==> config.mk <==
export PLATFORM = sky130hd
export DESIGN_NAME = binary_rate_flow_control
export DESIGN_NICKNAME = d
export VERILOG_FILES = /design/src/rtl/brfc_pkg.sv /design/src/rtl/brfc_cfg.sv /design/src/rtl/brfc_step.sv /design/src/rtl/binary_rate_flow_control.sv
export VERILOG_INCLUDE_DIRS = /design/src /design/src/rtl
export SDC_FILE = /design/constraint.sdc
export NUM_CORES = 1
export LEC_CHECK = 0
export BUFFER_PORTS_ARGS = -buffer_cell sky130_fd_sc_hd__buf_4
export CORE_UTILIZATION = 40
export DETAILED_ROUTE_END_ITERATION = 10
export PLACE_DENSITY = 0.57
export SLEW_MARGIN = 10
export SYNTH_ARGS = -nofsm -noshare
export SYNTH_HDL_FRONTEND = slang
export SYNTH_SLANG_ARGS = --single-unit
==> constraint.sdc <==
create_clock -name clk -period 5.6 [get_ports clk]
set_clock_uncertainty 0.1 [all_clocks]
set_input_delay 0 -clock clk [delete_from_list [all_inputs] [get_ports clk]]
set_output_delay 0 -clock clk [all_outputs]
set_load 0.005 [all_outputs]
==> src/rtl/binary_rate_flow_control_macros.svh <==
// Assertion macros shared by the flow control RTL.
// Expects a clock named clk and an active-low reset named arst_n in scope.
`ifndef BINARY_RATE_FLOW_CONTROL_MACROS_SVH
`define BINARY_RATE_FLOW_CONTROL_MACROS_SVH

// Same-cycle implication, checked out of reset
`define BRFC_ASSERT_NOW(lbl, ante, cons, msg) \
	lbl: assert property (@(posedge clk) disable iff (!arst_n) (ante) |-> (cons)) \
		else $error(msg);

// Next-cycle implication, checked out of reset
`define BRFC_ASSERT_NEXT(lbl, ante, cons, msg) \
	lbl: assert property (@(posedge clk) disable iff (!arst_n) (ante) |=> (cons)) \
		else $error(msg);

`endif

==> src/rtl/brfc_pkg.sv <==
// Types and constants for the binary rate flow control block.
// No dependencies; used by every RTL file through scoped names.
package brfc_pkg;

	// Fixed time constants, milliseconds
	localparam logic [15:0] PENALTY_RESET = 16'd4000;
	localparam logic [15:0] PENALTY_CAP   = 16'd60000;
	localparam logic [15:0] PENALTY_FLOOR = 16'd1000;
	localparam logic [23:0] WINDOW_MS     = 24'd10000;
	localparam logic [23:0] ACC_MAX       = 24'hFFFFFF;

	// Configuration reset values
	localparam logic [15:0] RTT_THRESHOLD_RESET = 16'd400;
	localparam logic [7:0]  GOOD_RATE_RESET     = 8'd30;
	localparam logic [7:0]  BAD_RATE_RESET      = 8'd10;

	// Configuration register indexes
	typedef enum logic [1:0] {
		REG_RTT_THRESHOLD = 2'd0,
		REG_GOOD_RATE     = 2'd1,
		REG_BAD_RATE      = 2'd2
	} reg_idx_t;

	// Event codes reported with each result
	typedef enum logic [2:0] {
		EV_NONE       = 3'd0,
		EV_DROP       = 3'd1,
		EV_DROP_RAISE = 3'd2,
		EV_REDUCE     = 3'd3,
		EV_UPGRADE    = 3'd4
	} ev_t;

	typedef struct packed {
		logic [15:0] elapsed_ms;
		logic [15:0] rtt_ms;
	} in_t;

	typedef struct packed {
		logic        good_mode;
		logic [7:0]  send_rate;
		logic [15:0] penalty_ms;
		logic [2:0]  event_res;
	} out_t;

	typedef struct packed {
		logic [15:0] rtt_threshold_ms;
		logic [7:0]  good_send_rate;
		logic [7:0]  bad_send_rate;
	} cfg_t;

	typedef struct packed {
		logic        mode_good;
		logic [15:0] penalty_time;
		logic [23:0] good_time;
		logic [23:0] reduction_time;
	} state_t;

endpackage

==> src/rtl/brfc_cfg.sv <==
// Configuration register file for the flow control block.
// Depends on brfc_pkg for register indexes, reset values and cfg_t.
module brfc_cfg (
	input  logic                clk,
	input  logic                arst_n,
	input  logic                wr_en,
	input  logic [1:0]          wr_index,
	input  logic [15:0]         wr_data,
	output brfc_pkg::cfg_t      cfg
);

	brfc_pkg::cfg_t cfg_q;

	// Write the addressed register; drop writes to unused indexes
	always_ff @(posedge clk or negedge arst_n) begin
		if (!arst_n) begin
			cfg_q.rtt_threshold_ms <= brfc_pkg::RTT_THRESHOLD_RESET;
			cfg_q.good_send_rate   <= brfc_pkg::GOOD_RATE_RESET;
			cfg_q.bad_send_rate    <= brfc_pkg::BAD_RATE_RESET;
		end else if (wr_en) begin
			if (wr_index == brfc_pkg::REG_RTT_THRESHOLD) begin
				cfg_q.rtt_threshold_ms <= wr_data;
			end
			if (wr_index == brfc_pkg::REG_GOOD_RATE) begin
				cfg_q.good_send_rate <= wr_data[7:0];
			end
			if (wr_index == brfc_pkg::REG_BAD_RATE) begin
				cfg_q.bad_send_rate <= wr_data[7:0];
			end
		end
	end

	assign cfg = cfg_q;

endmodule

==> src/rtl/brfc_step.sv <==
// One-tick update of the good/bad mode, penalty and accumulators.
// Purely combinational; depends on brfc_pkg for types and constants.
module brfc_step (
	input  brfc_pkg::state_t st,
	input  brfc_pkg::in_t    item,
	input  brfc_pkg::cfg_t   cfg,
	output brfc_pkg::state_t nxt,
	output brfc_pkg::out_t   res
);

	logic        bad_rtt;
	logic [24:0] gt_sum;
	logic [24:0] rt_sum;
	logic [23:0] gt_add;
	logic [23:0] rt_add;
	logic [16:0] pen_dbl;
	logic [15:0] pen_raise;
	logic [15:0] pen_half;
	logic [15:0] pen_red;
	logic [23:0] gt_bad;
	brfc_pkg::ev_t ev;

	assign bad_rtt = item.rtt_ms > cfg.rtt_threshold_ms;

	// Saturating accumulator adds
	assign gt_sum = {1'b0, st.good_time} + {9'b0, item.elapsed_ms};
	assign rt_sum = {1'b0, st.reduction_time} + {9'b0, item.elapsed_ms};
	assign gt_add = gt_sum[24] ? brfc_pkg::ACC_MAX : gt_sum[23:0];
	assign rt_add = rt_sum[24] ? brfc_pkg::ACC_MAX : rt_sum[23:0];

	// Penalty raise with cap, reduction with floor
	assign pen_dbl   = {st.penalty_time, 1'b0};
	assign pen_raise = (pen_dbl > {1'b0, brfc_pkg::PENALTY_CAP}) ?
		brfc_pkg::PENALTY_CAP : pen_dbl[15:0];
	assign pen_half  = {1'b0, st.penalty_time[15:1]};
	assign pen_red   = (pen_half < brfc_pkg::PENALTY_FLOOR) ?
		brfc_pkg::PENALTY_FLOOR : pen_half;

	assign gt_bad = bad_rtt ? 24'd0 : gt_add;

	// Next state and event
	always_comb begin
		nxt = st;
		ev  = brfc_pkg::EV_NONE;
		if (st.mode_good) begin
			if (bad_rtt) begin
				nxt.mode_good      = 1'b0;
				nxt.good_time      = 24'd0;
				nxt.reduction_time = 24'd0;
				ev                 = brfc_pkg::EV_DROP;
				if (st.good_time < brfc_pkg::WINDOW_MS &&
						st.penalty_time < brfc_pkg::PENALTY_CAP) begin
					nxt.penalty_time = pen_raise;
					ev               = brfc_pkg::EV_DROP_RAISE;
				end
			end else begin
				nxt.good_time      = gt_add;
				nxt.reduction_time = rt_add;
				if (rt_add > brfc_pkg::WINDOW_MS &&
						st.penalty_time > brfc_pkg::PENALTY_FLOOR) begin
					nxt.penalty_time   = pen_red;
					nxt.reduction_time = 24'd0;
					ev                 = brfc_pkg::EV_REDUCE;
				end
			end
		end else begin
			nxt.good_time = gt_bad;
			if (gt_bad > {8'd0, st.penalty_time}) begin
				nxt.mode_good      = 1'b1;
				nxt.good_time      = 24'd0;
				nxt.reduction_time = 24'd0;
				ev                 = brfc_pkg::EV_UPGRADE;
			end
		end
	end

	// Result fields from the state after this tick
	always_comb begin
		res.good_mode  = nxt.mode_good;
		res.send_rate  = nxt.mode_good ? cfg.good_send_rate : cfg.bad_send_rate;
		res.penalty_ms = nxt.penalty_time;
		res.event_res  = ev;
	end

endmodule

==> src/rtl/binary_rate_flow_control.sv <==
// Binary good/bad mode flow control. Each input transfer is one tick (elapsed
// time and measured round-trip time in ms) and yields exactly one result
// transfer with mode, send rate, penalty and event code. A tick is captured
// in an input register, the whole mode/penalty/accumulator update is done in
// one combinational pass, and the result lands in an output register: one
// tick per clock sustained while out_stall is low. The result is valid once it
// lands in the output register and transfers from there when out_stall is low.
// While a result waits in the output register the input register can still
// take one tick; in_stall then holds off further ticks until the result
// transfers. Configuration writes are taken every cycle (ready held high).
// Depends on brfc_pkg, brfc_cfg, brfc_step and the macros header.
`include "binary_rate_flow_control_macros.svh"

module binary_rate_flow_control (
	input  logic              clk,
	input  logic              arst_n,
	input  logic              in_valid,
	output logic              in_stall,
	input  brfc_pkg::in_t     in_item,
	output logic              out_valid,
	input  logic              out_stall,
	output brfc_pkg::out_t    out_item,
	input  logic              cfg_valid,
	output logic              cfg_ready,
	input  logic [1:0]        cfg_index,
	input  logic [15:0]       cfg_data
);

	brfc_pkg::cfg_t   cfg;
	brfc_pkg::state_t st_q;
	brfc_pkg::state_t st_nxt;
	brfc_pkg::out_t   res;

	logic            in_valid_s1;
	brfc_pkg::in_t   in_item_s1;
	logic            out_valid_s2;
	brfc_pkg::out_t  out_item_s2;

	logic out_free;
	logic s1_adv;
	logic in_take;

	assign cfg_ready = 1'b1;

	brfc_cfg u_cfg (
		.clk      (clk),
		.arst_n   (arst_n),
		.wr_en    (cfg_valid & cfg_ready),
		.wr_index (cfg_index),
		.wr_data  (cfg_data),
		.cfg      (cfg)
	);

	brfc_step u_step (
		.st   (st_q),
		.item (in_item_s1),
		.cfg  (cfg),
		.nxt  (st_nxt),
		.res  (res)
	);

	// Pipeline handshake
	assign out_free = !out_valid_s2 || !out_stall;
	assign s1_adv   = in_valid_s1 && out_free;
	assign in_stall = in_valid_s1 && !out_free;
	assign in_take  = in_valid && !in_stall;

	// Input stage valid
	always_ff @(posedge clk or negedge arst_n) begin
		if (!arst_n) begin
			in_valid_s1 <= 1'b0;
		end else if (in_take) begin
			in_valid_s1 <= 1'b1;
		end else if (s1_adv) begin
			in_valid_s1 <= 1'b0;
		end
	end

	// Input stage payload
	always_ff @(posedge clk) begin
		if (in_take) begin
			in_item_s1 <= in_item;
		end
	end

	// Advance the flow control state once per processed tick
	always_ff @(posedge clk or negedge arst_n) begin
		if (!arst_n) begin
			st_q.mode_good      <= 1'b0;
			st_q.penalty_time   <= brfc_pkg::PENALTY_RESET;
			st_q.good_time      <= 24'd0;
			st_q.reduction_time <= 24'd0;
		end else if (s1_adv) begin
			st_q <= st_nxt;
		end
	end

	// Result stage valid
	always_ff @(posedge clk or negedge arst_n) begin
		if (!arst_n) begin
			out_valid_s2 <= 1'b0;
		end else if (s1_adv) begin
			out_valid_s2 <= 1'b1;
		end else if (!out_stall) begin
			out_valid_s2 <= 1'b0;
		end
	end

	// Result stage payload
	always_ff @(posedge clk) begin
		if (s1_adv) begin
			out_item_s2 <= res;
		end
	end

	assign out_valid = out_valid_s2;
	assign out_item  = out_item_s2;

	// Checks
	`BRFC_ASSERT_NOW(a_penalty_range, 1'b1,
		st_q.penalty_time >= brfc_pkg::PENALTY_FLOOR &&
		st_q.penalty_time <= brfc_pkg::PENALTY_CAP, "penalty out of range")
	`BRFC_ASSERT_NEXT(a_s1_hold, in_valid_s1 && !out_free,
		in_valid_s1 && $stable(in_item_s1), "input stage lost a held tick")
	`BRFC_ASSERT_NEXT(a_state_hold, !s1_adv, $stable(st_q),
		"state changed without a processed tick")
	`BRFC_ASSERT_NOW(a_upgrade_mode,
		out_valid_s2 && out_item_s2.event_res == brfc_pkg::EV_UPGRADE,
		out_item_s2.good_mode, "upgrade event without good mode")
	`BRFC_ASSERT_NOW(a_drop_mode,
		out_valid_s2 && (out_item_s2.event_res == brfc_pkg::EV_DROP ||
		out_item_s2.event_res == brfc_pkg::EV_DROP_RAISE),
		!out_item_s2.good_mode, "drop event while in good mode")

endmodule

---- Yosys cells after proc, flatten, opt, wreduce, memory -nomap -nowiden ----
Cells that the tools add are included.
cells by class
  add/sub/neg operators ................... 2
  multiply operators ...................... 0
  divide/modulo/power cells ............... 0
  $lt $le $gt $ge ......................... 8
  equality and inequality tests ........... 3
  shifts and indexed selects .............. 0
  muxes and demuxes ....................... 25
  bitwise operators ....................... 0
  reductions and logical operators ........ 17
operator list
  cell                  number
  $mux 24               4
  $mux 48               2
  $mux 16               4
  $mux 64               1
  $add 24x16->25        2
  $gt 24x14->1 const B  1
  $gt 24x16->1          1
  $lt 24x14->1 const B  1
  $gt 17x16->1 const B  1
  $gt 16x10->1 const B  1
  $gt 16x16->1          1
  $lt 16x16->1 const B  1
  $lt 15x10->1 const B  1
  $mux 15               1
  $mux 3                3
  $mux 8                1
  $reduce_and 2->1      4
  $mux 1                7
  $logic_and 1x1->1     5
  $logic_not 1->1       4
  $mux 2                2
  $reduce_bool 2->1     2
  $eq 2x1->1 const B    1
  $eq 2x2->1 const B    1
  3 further kinds       3
storage, ports and cells
  bits in registers ....................... 159
  bits in latches ......................... 0
  bits in writable memories ............... 0
  bits in read-only memories .............. 0
  input port bits ......................... 55
  output and inout port bits .............. 31
  logic and storage cells ................. 70
  memories kept ........................... 0

---- Depth between registers and ports, before layout ----
  depth after elaboration ................. 7
  mapped depth ............................ 24
  depth with buffers taken out ............ 23

---- By module ----
From an unflattened synthesis, not the netlist that was laid out.
second synthesis, totals
  cells, all modules ...................... 1,020
  area, all modules ....................... 10,607.7 um^2
modules (own cells, without submodules)
  module                    times used  cells each  area an instance (um^2)  sequential area each (um^2)
  brfc_step                 1           745         4,857.2                  0.0
  binary_rate_flow_control  1           207         4,533.1                  3,485.8
  brfc_cfg                  1           68          1,217.4                  812.0

---- Least setup slack after synthesis ----
OpenSTA, ideal clock, no wires.
  kind .................................... register to register
  start point ............................. reg in_item_s1[16] (netlist bit)
  end point ............................... reg out_item_s2 (netlist bit out_item[19]), data pin
  library setup time ...................... 0.260 ns
  data arrival time ....................... 4.647 ns
  data required time ...................... 5.240 ns
  setup slack ............................. 0.593 ns
  stages on the path, launching flop included .. 22
  buffers on the path ..................... 1
  period minus slack after synthesis ...... 5.007 ns
  path through ............................ edfxtp_1 ha_1 fa_1 a21o_1 a221oi_1 nor2_1 nor3_1 nor3_1 clkbuf_1 nor2_1 nor2_1 ha_1 nor2b_1 o21a_1 o211ai_1 a31oi_1 o31ai_1 nor4b_1 nand4_1 o21ai_0 o21ai_1 mux2_2
RTL lines
  item                      RTL line                         text
  start: declaration        binary_rate_flow_control.sv:35   brfc_pkg::in_t in_item_s1;
  start signal: assignment  binary_rate_flow_control.sv:82   in_item_s1 <= in_item;
  end signal: assignment    binary_rate_flow_control.sv:112  out_item_s2 <= res;
  end: declaration          binary_rate_flow_control.sv:37   brfc_pkg::out_t out_item_s2;

==> results.ini <==
[run_status]
status = complete, no violations

[route]
vias = 8637
wl_per_cell_um = 17.9
drt-total-wl_mm = 27.4
drc = 0
viasPerCell = 5.65
drtIter0Drc = 552
first_pass_iters = 7
drt.antenna.violating_nets = 0

[sta]
max_slew_margin = 0.324
postLayoutSetupSlackWorst_ns = 0.383
finalHoldViolations = 0
slew_violations = 0
fin_tns_setup_ns = 0
setup_viol = 0
period_share = 0.932
fmax_mhz = 192
min_period_ns = 5.22
tightest_slew_ns = 1.01

[worst_setup_path]
worstSetupStartpointType = flip-flop
cp.arrival_ns = 5.32
critical_path_class = flip-flop to flip-flop
critPathCaptureType = flip-flop
worstPathMaxFanout = 4
required_ns = 5.70

[placement]
dp_hpwl_mm = 19.5
portBuffers = 84
placed_cell_area_um2 = 11000
place_ws_ns = 0.0830
dp.cells = 1431
gp_congestion = 0.892

[synth]
synthesis.area_um2 = 10000
synth_warnings = 0
synth_edf_count = 60
yosys.cell_types.count = 79
async_reset_ff_frac = 0.623
avgSynthCellArea_um2 = 9.50
synth_top_area_share = 0.210
synth_ff_type = dfrtp_1
synth_area_leaders = dfrtp_1 21%, edfxtp_1 18%, ha_1 8.0%, nand2_1 4.5%, o21ai_0 4.0%
ys_ff_latch = 159
syn_inst = 1053
synthesis.nets = 1174
synth_top_area_cell = dfrtp_1
ys_seq_area_frac = 0.430

[cts]
cts_tree = yes
clk_latency_ns = 0.45
cts_root_buf = clkbuf_16
cts_sinks = 159
clkTransAtPathRegs_ns = 0.07
max-clock-path-buffers = 2
numCtsBuffers = 17
h-tree-depth = 4

[global_route]
overflow = 0
grt_util_all_layers = 0.220
antenna_found_initial = 0
grt_pass1_vias = 8547
grt_max_degree = 71
grt_pass1_wl_mm = 45.0

[finish]
layout-drive-gt1-share = 0.181
fin_nets = 1312
final_area_um2 = 12300
syn2layout_area_growth_pct = 23.1
diodes = 0
layout_common_cells = 120 x nand2_1, 107 x buf_4, 84 x dfrtp_1
stdcell_count = 1528
final_common_cell = nand2_1

[pwr]
p_leak_nw = 5.39
ir_drop_mv = 0.248
power_density_nw_per_um2 = 500

[min_path]
min_path_type = input port to asynchronous set/reset pin

[die]
dieArea_um2 = 25600
die_h_um = 160
num_rows = 57
dieWidth_um = 160
io_pins = 86
core_um2 = 24400
start_util = 0.410

[flow_run]
drv_cap = 0

cell families (layout without fill, tap and decap cells):
group	Yosys count	in the layout	synth area share
other	1	1	0.000375
flip-flops	159	159	0.430
AND/OR/NAND/NOR	320	320	0.150
AO/OA/AOI/OAI	347	347	0.234
adder cells (fa/ha/maj)	66	66	0.0840
XOR/XNOR	27	27	0.0236
multiplexers	35	35	0.0385
buffers and inverters	98	249	0.0391
Yosys cell counts, drive strengths merged (15+ instances only):
| master | count |
|---|---|
| a21o | 34 |
| a21oi | 71 |
| a31oi | 18 |
| clkbuf | 38 |
| dfrtp | 84 |
| dfstp | 15 |
| edfxtp | 60 |
| ha | 64 |
| inv | 45 |
| mux2 | 28 |
| nand2 | 120 |
| nand3 | 24 |
| nand4 | 16 |
| nor2 | 74 |
| nor3 | 25 |
| o21ai | 88 |
| o31ai | 18 |
| xnor2 | 18 |
metal layers:
metal / part of all wire / track usage / vias to the layer above
met5: 0 / 0 / -
met4: 0.016 / 0.0649 / 0
met3: 0.046 / 0.0304 / 37
met2: 0.47 / 0.356 / 251
met1: 0.47 / 0.307 / 4137
li1: - / - / 4212
per-stage QoR:
step	total power [mW]	utilization	hold WS, ns
5_1_grt	6.59	0.505	0.0839
6_report	6.15	0.505	0.0403
2_1_floorplan	3.87	-	-0.396
3_5_place_dp	4.77	0.451	-0.135
4_1_cts	6.04	0.501	0.0475
3_3_place_gp	4.75	0.451	-0.137
registers in the layout, indices dropped and copies added, names as in the netlist:
name	cells
in_item_s1	32
in_valid_s1	1
out_item	28
out_valid	1
st_q	65
u_cfg.cfg	32
where the power goes:
group / switching [mW] / internal (mW)
Clock: 0.570 / 0.645
Sequential: 0.249 / 1.58
Combinational: 1.79 / 1.32
final timing paths:
kind,start,endpoint,slack (ns),cells after the start
setup / recovery,in_item_s1[16]$_DFFE_PP_,out_item[21]$_DFFE_PP_,0.38,25
hold / removal,arst_n,u_cfg.cfg[24]$_DFFE_PN1P_,0.04,2
setup reg to reg,in_item_s1[16]$_DFFE_PP_,out_item[21]$_DFFE_PP_,0.38,25
hold reg to reg,st_q[12]$_DFFE_PN0P_,st_q[12]$_DFFE_PN0P_,0.39,2
max in group asynchronous,arst_n,u_cfg.cfg[6]$_DFFE_PN0P_,3.93,3
min in group clk,cfg_valid,u_cfg.cfg[23]$_DFFE_PN1P_,0.11,5
critical path: stages (launching register included):
cell	delay, ns
edfxtp_1	0.41
ha_1	0.24
fa_1	0.42
a21o_1	0.19
a221oi_1	0.24
buf_4	0.19
nor2b_1	0.05
o21a_1	0.17
o21ai_0	0.14
nand2b_1	0.07
a21oi_1	0.18
xnor2_1	0.10
nor2_1	0.10
nor2_1	0.05
ha_1	0.35
nand4_1	0.15
nor3_2	0.20
o21ai_0	0.11
a31oi_1	0.25
o31ai_4	0.09
nor4b_4	0.14
nand4_1	0.17
o21ai_1	0.09
o21ai_2	0.15
clkdlybuf4s15_2	0.29
mux2_2	0.34
cell type report:
type	count	area, um^2
Clock buffer	17	425
Fill cell	2223	12100
Inverter	46	173
Tap cell	324	405
Sequential cell	159	4300
Timing Repair Buffer	171	1450
Clock inverter	15	183
Multi-Input combinational cell	796	5380
repair_timing:
| item | CTS | global route |
|---|---|---|
| hold endpoints to repair | 95 | 0 |
| setup buffers | 0 | 3 |
| hold buffers | 61 | 0 |
| gates resized for setup | 0 | 13 |
| setup endpoints to repair | 0 | 53 |
No activity file was read; power rests on OpenSTA's default activity.
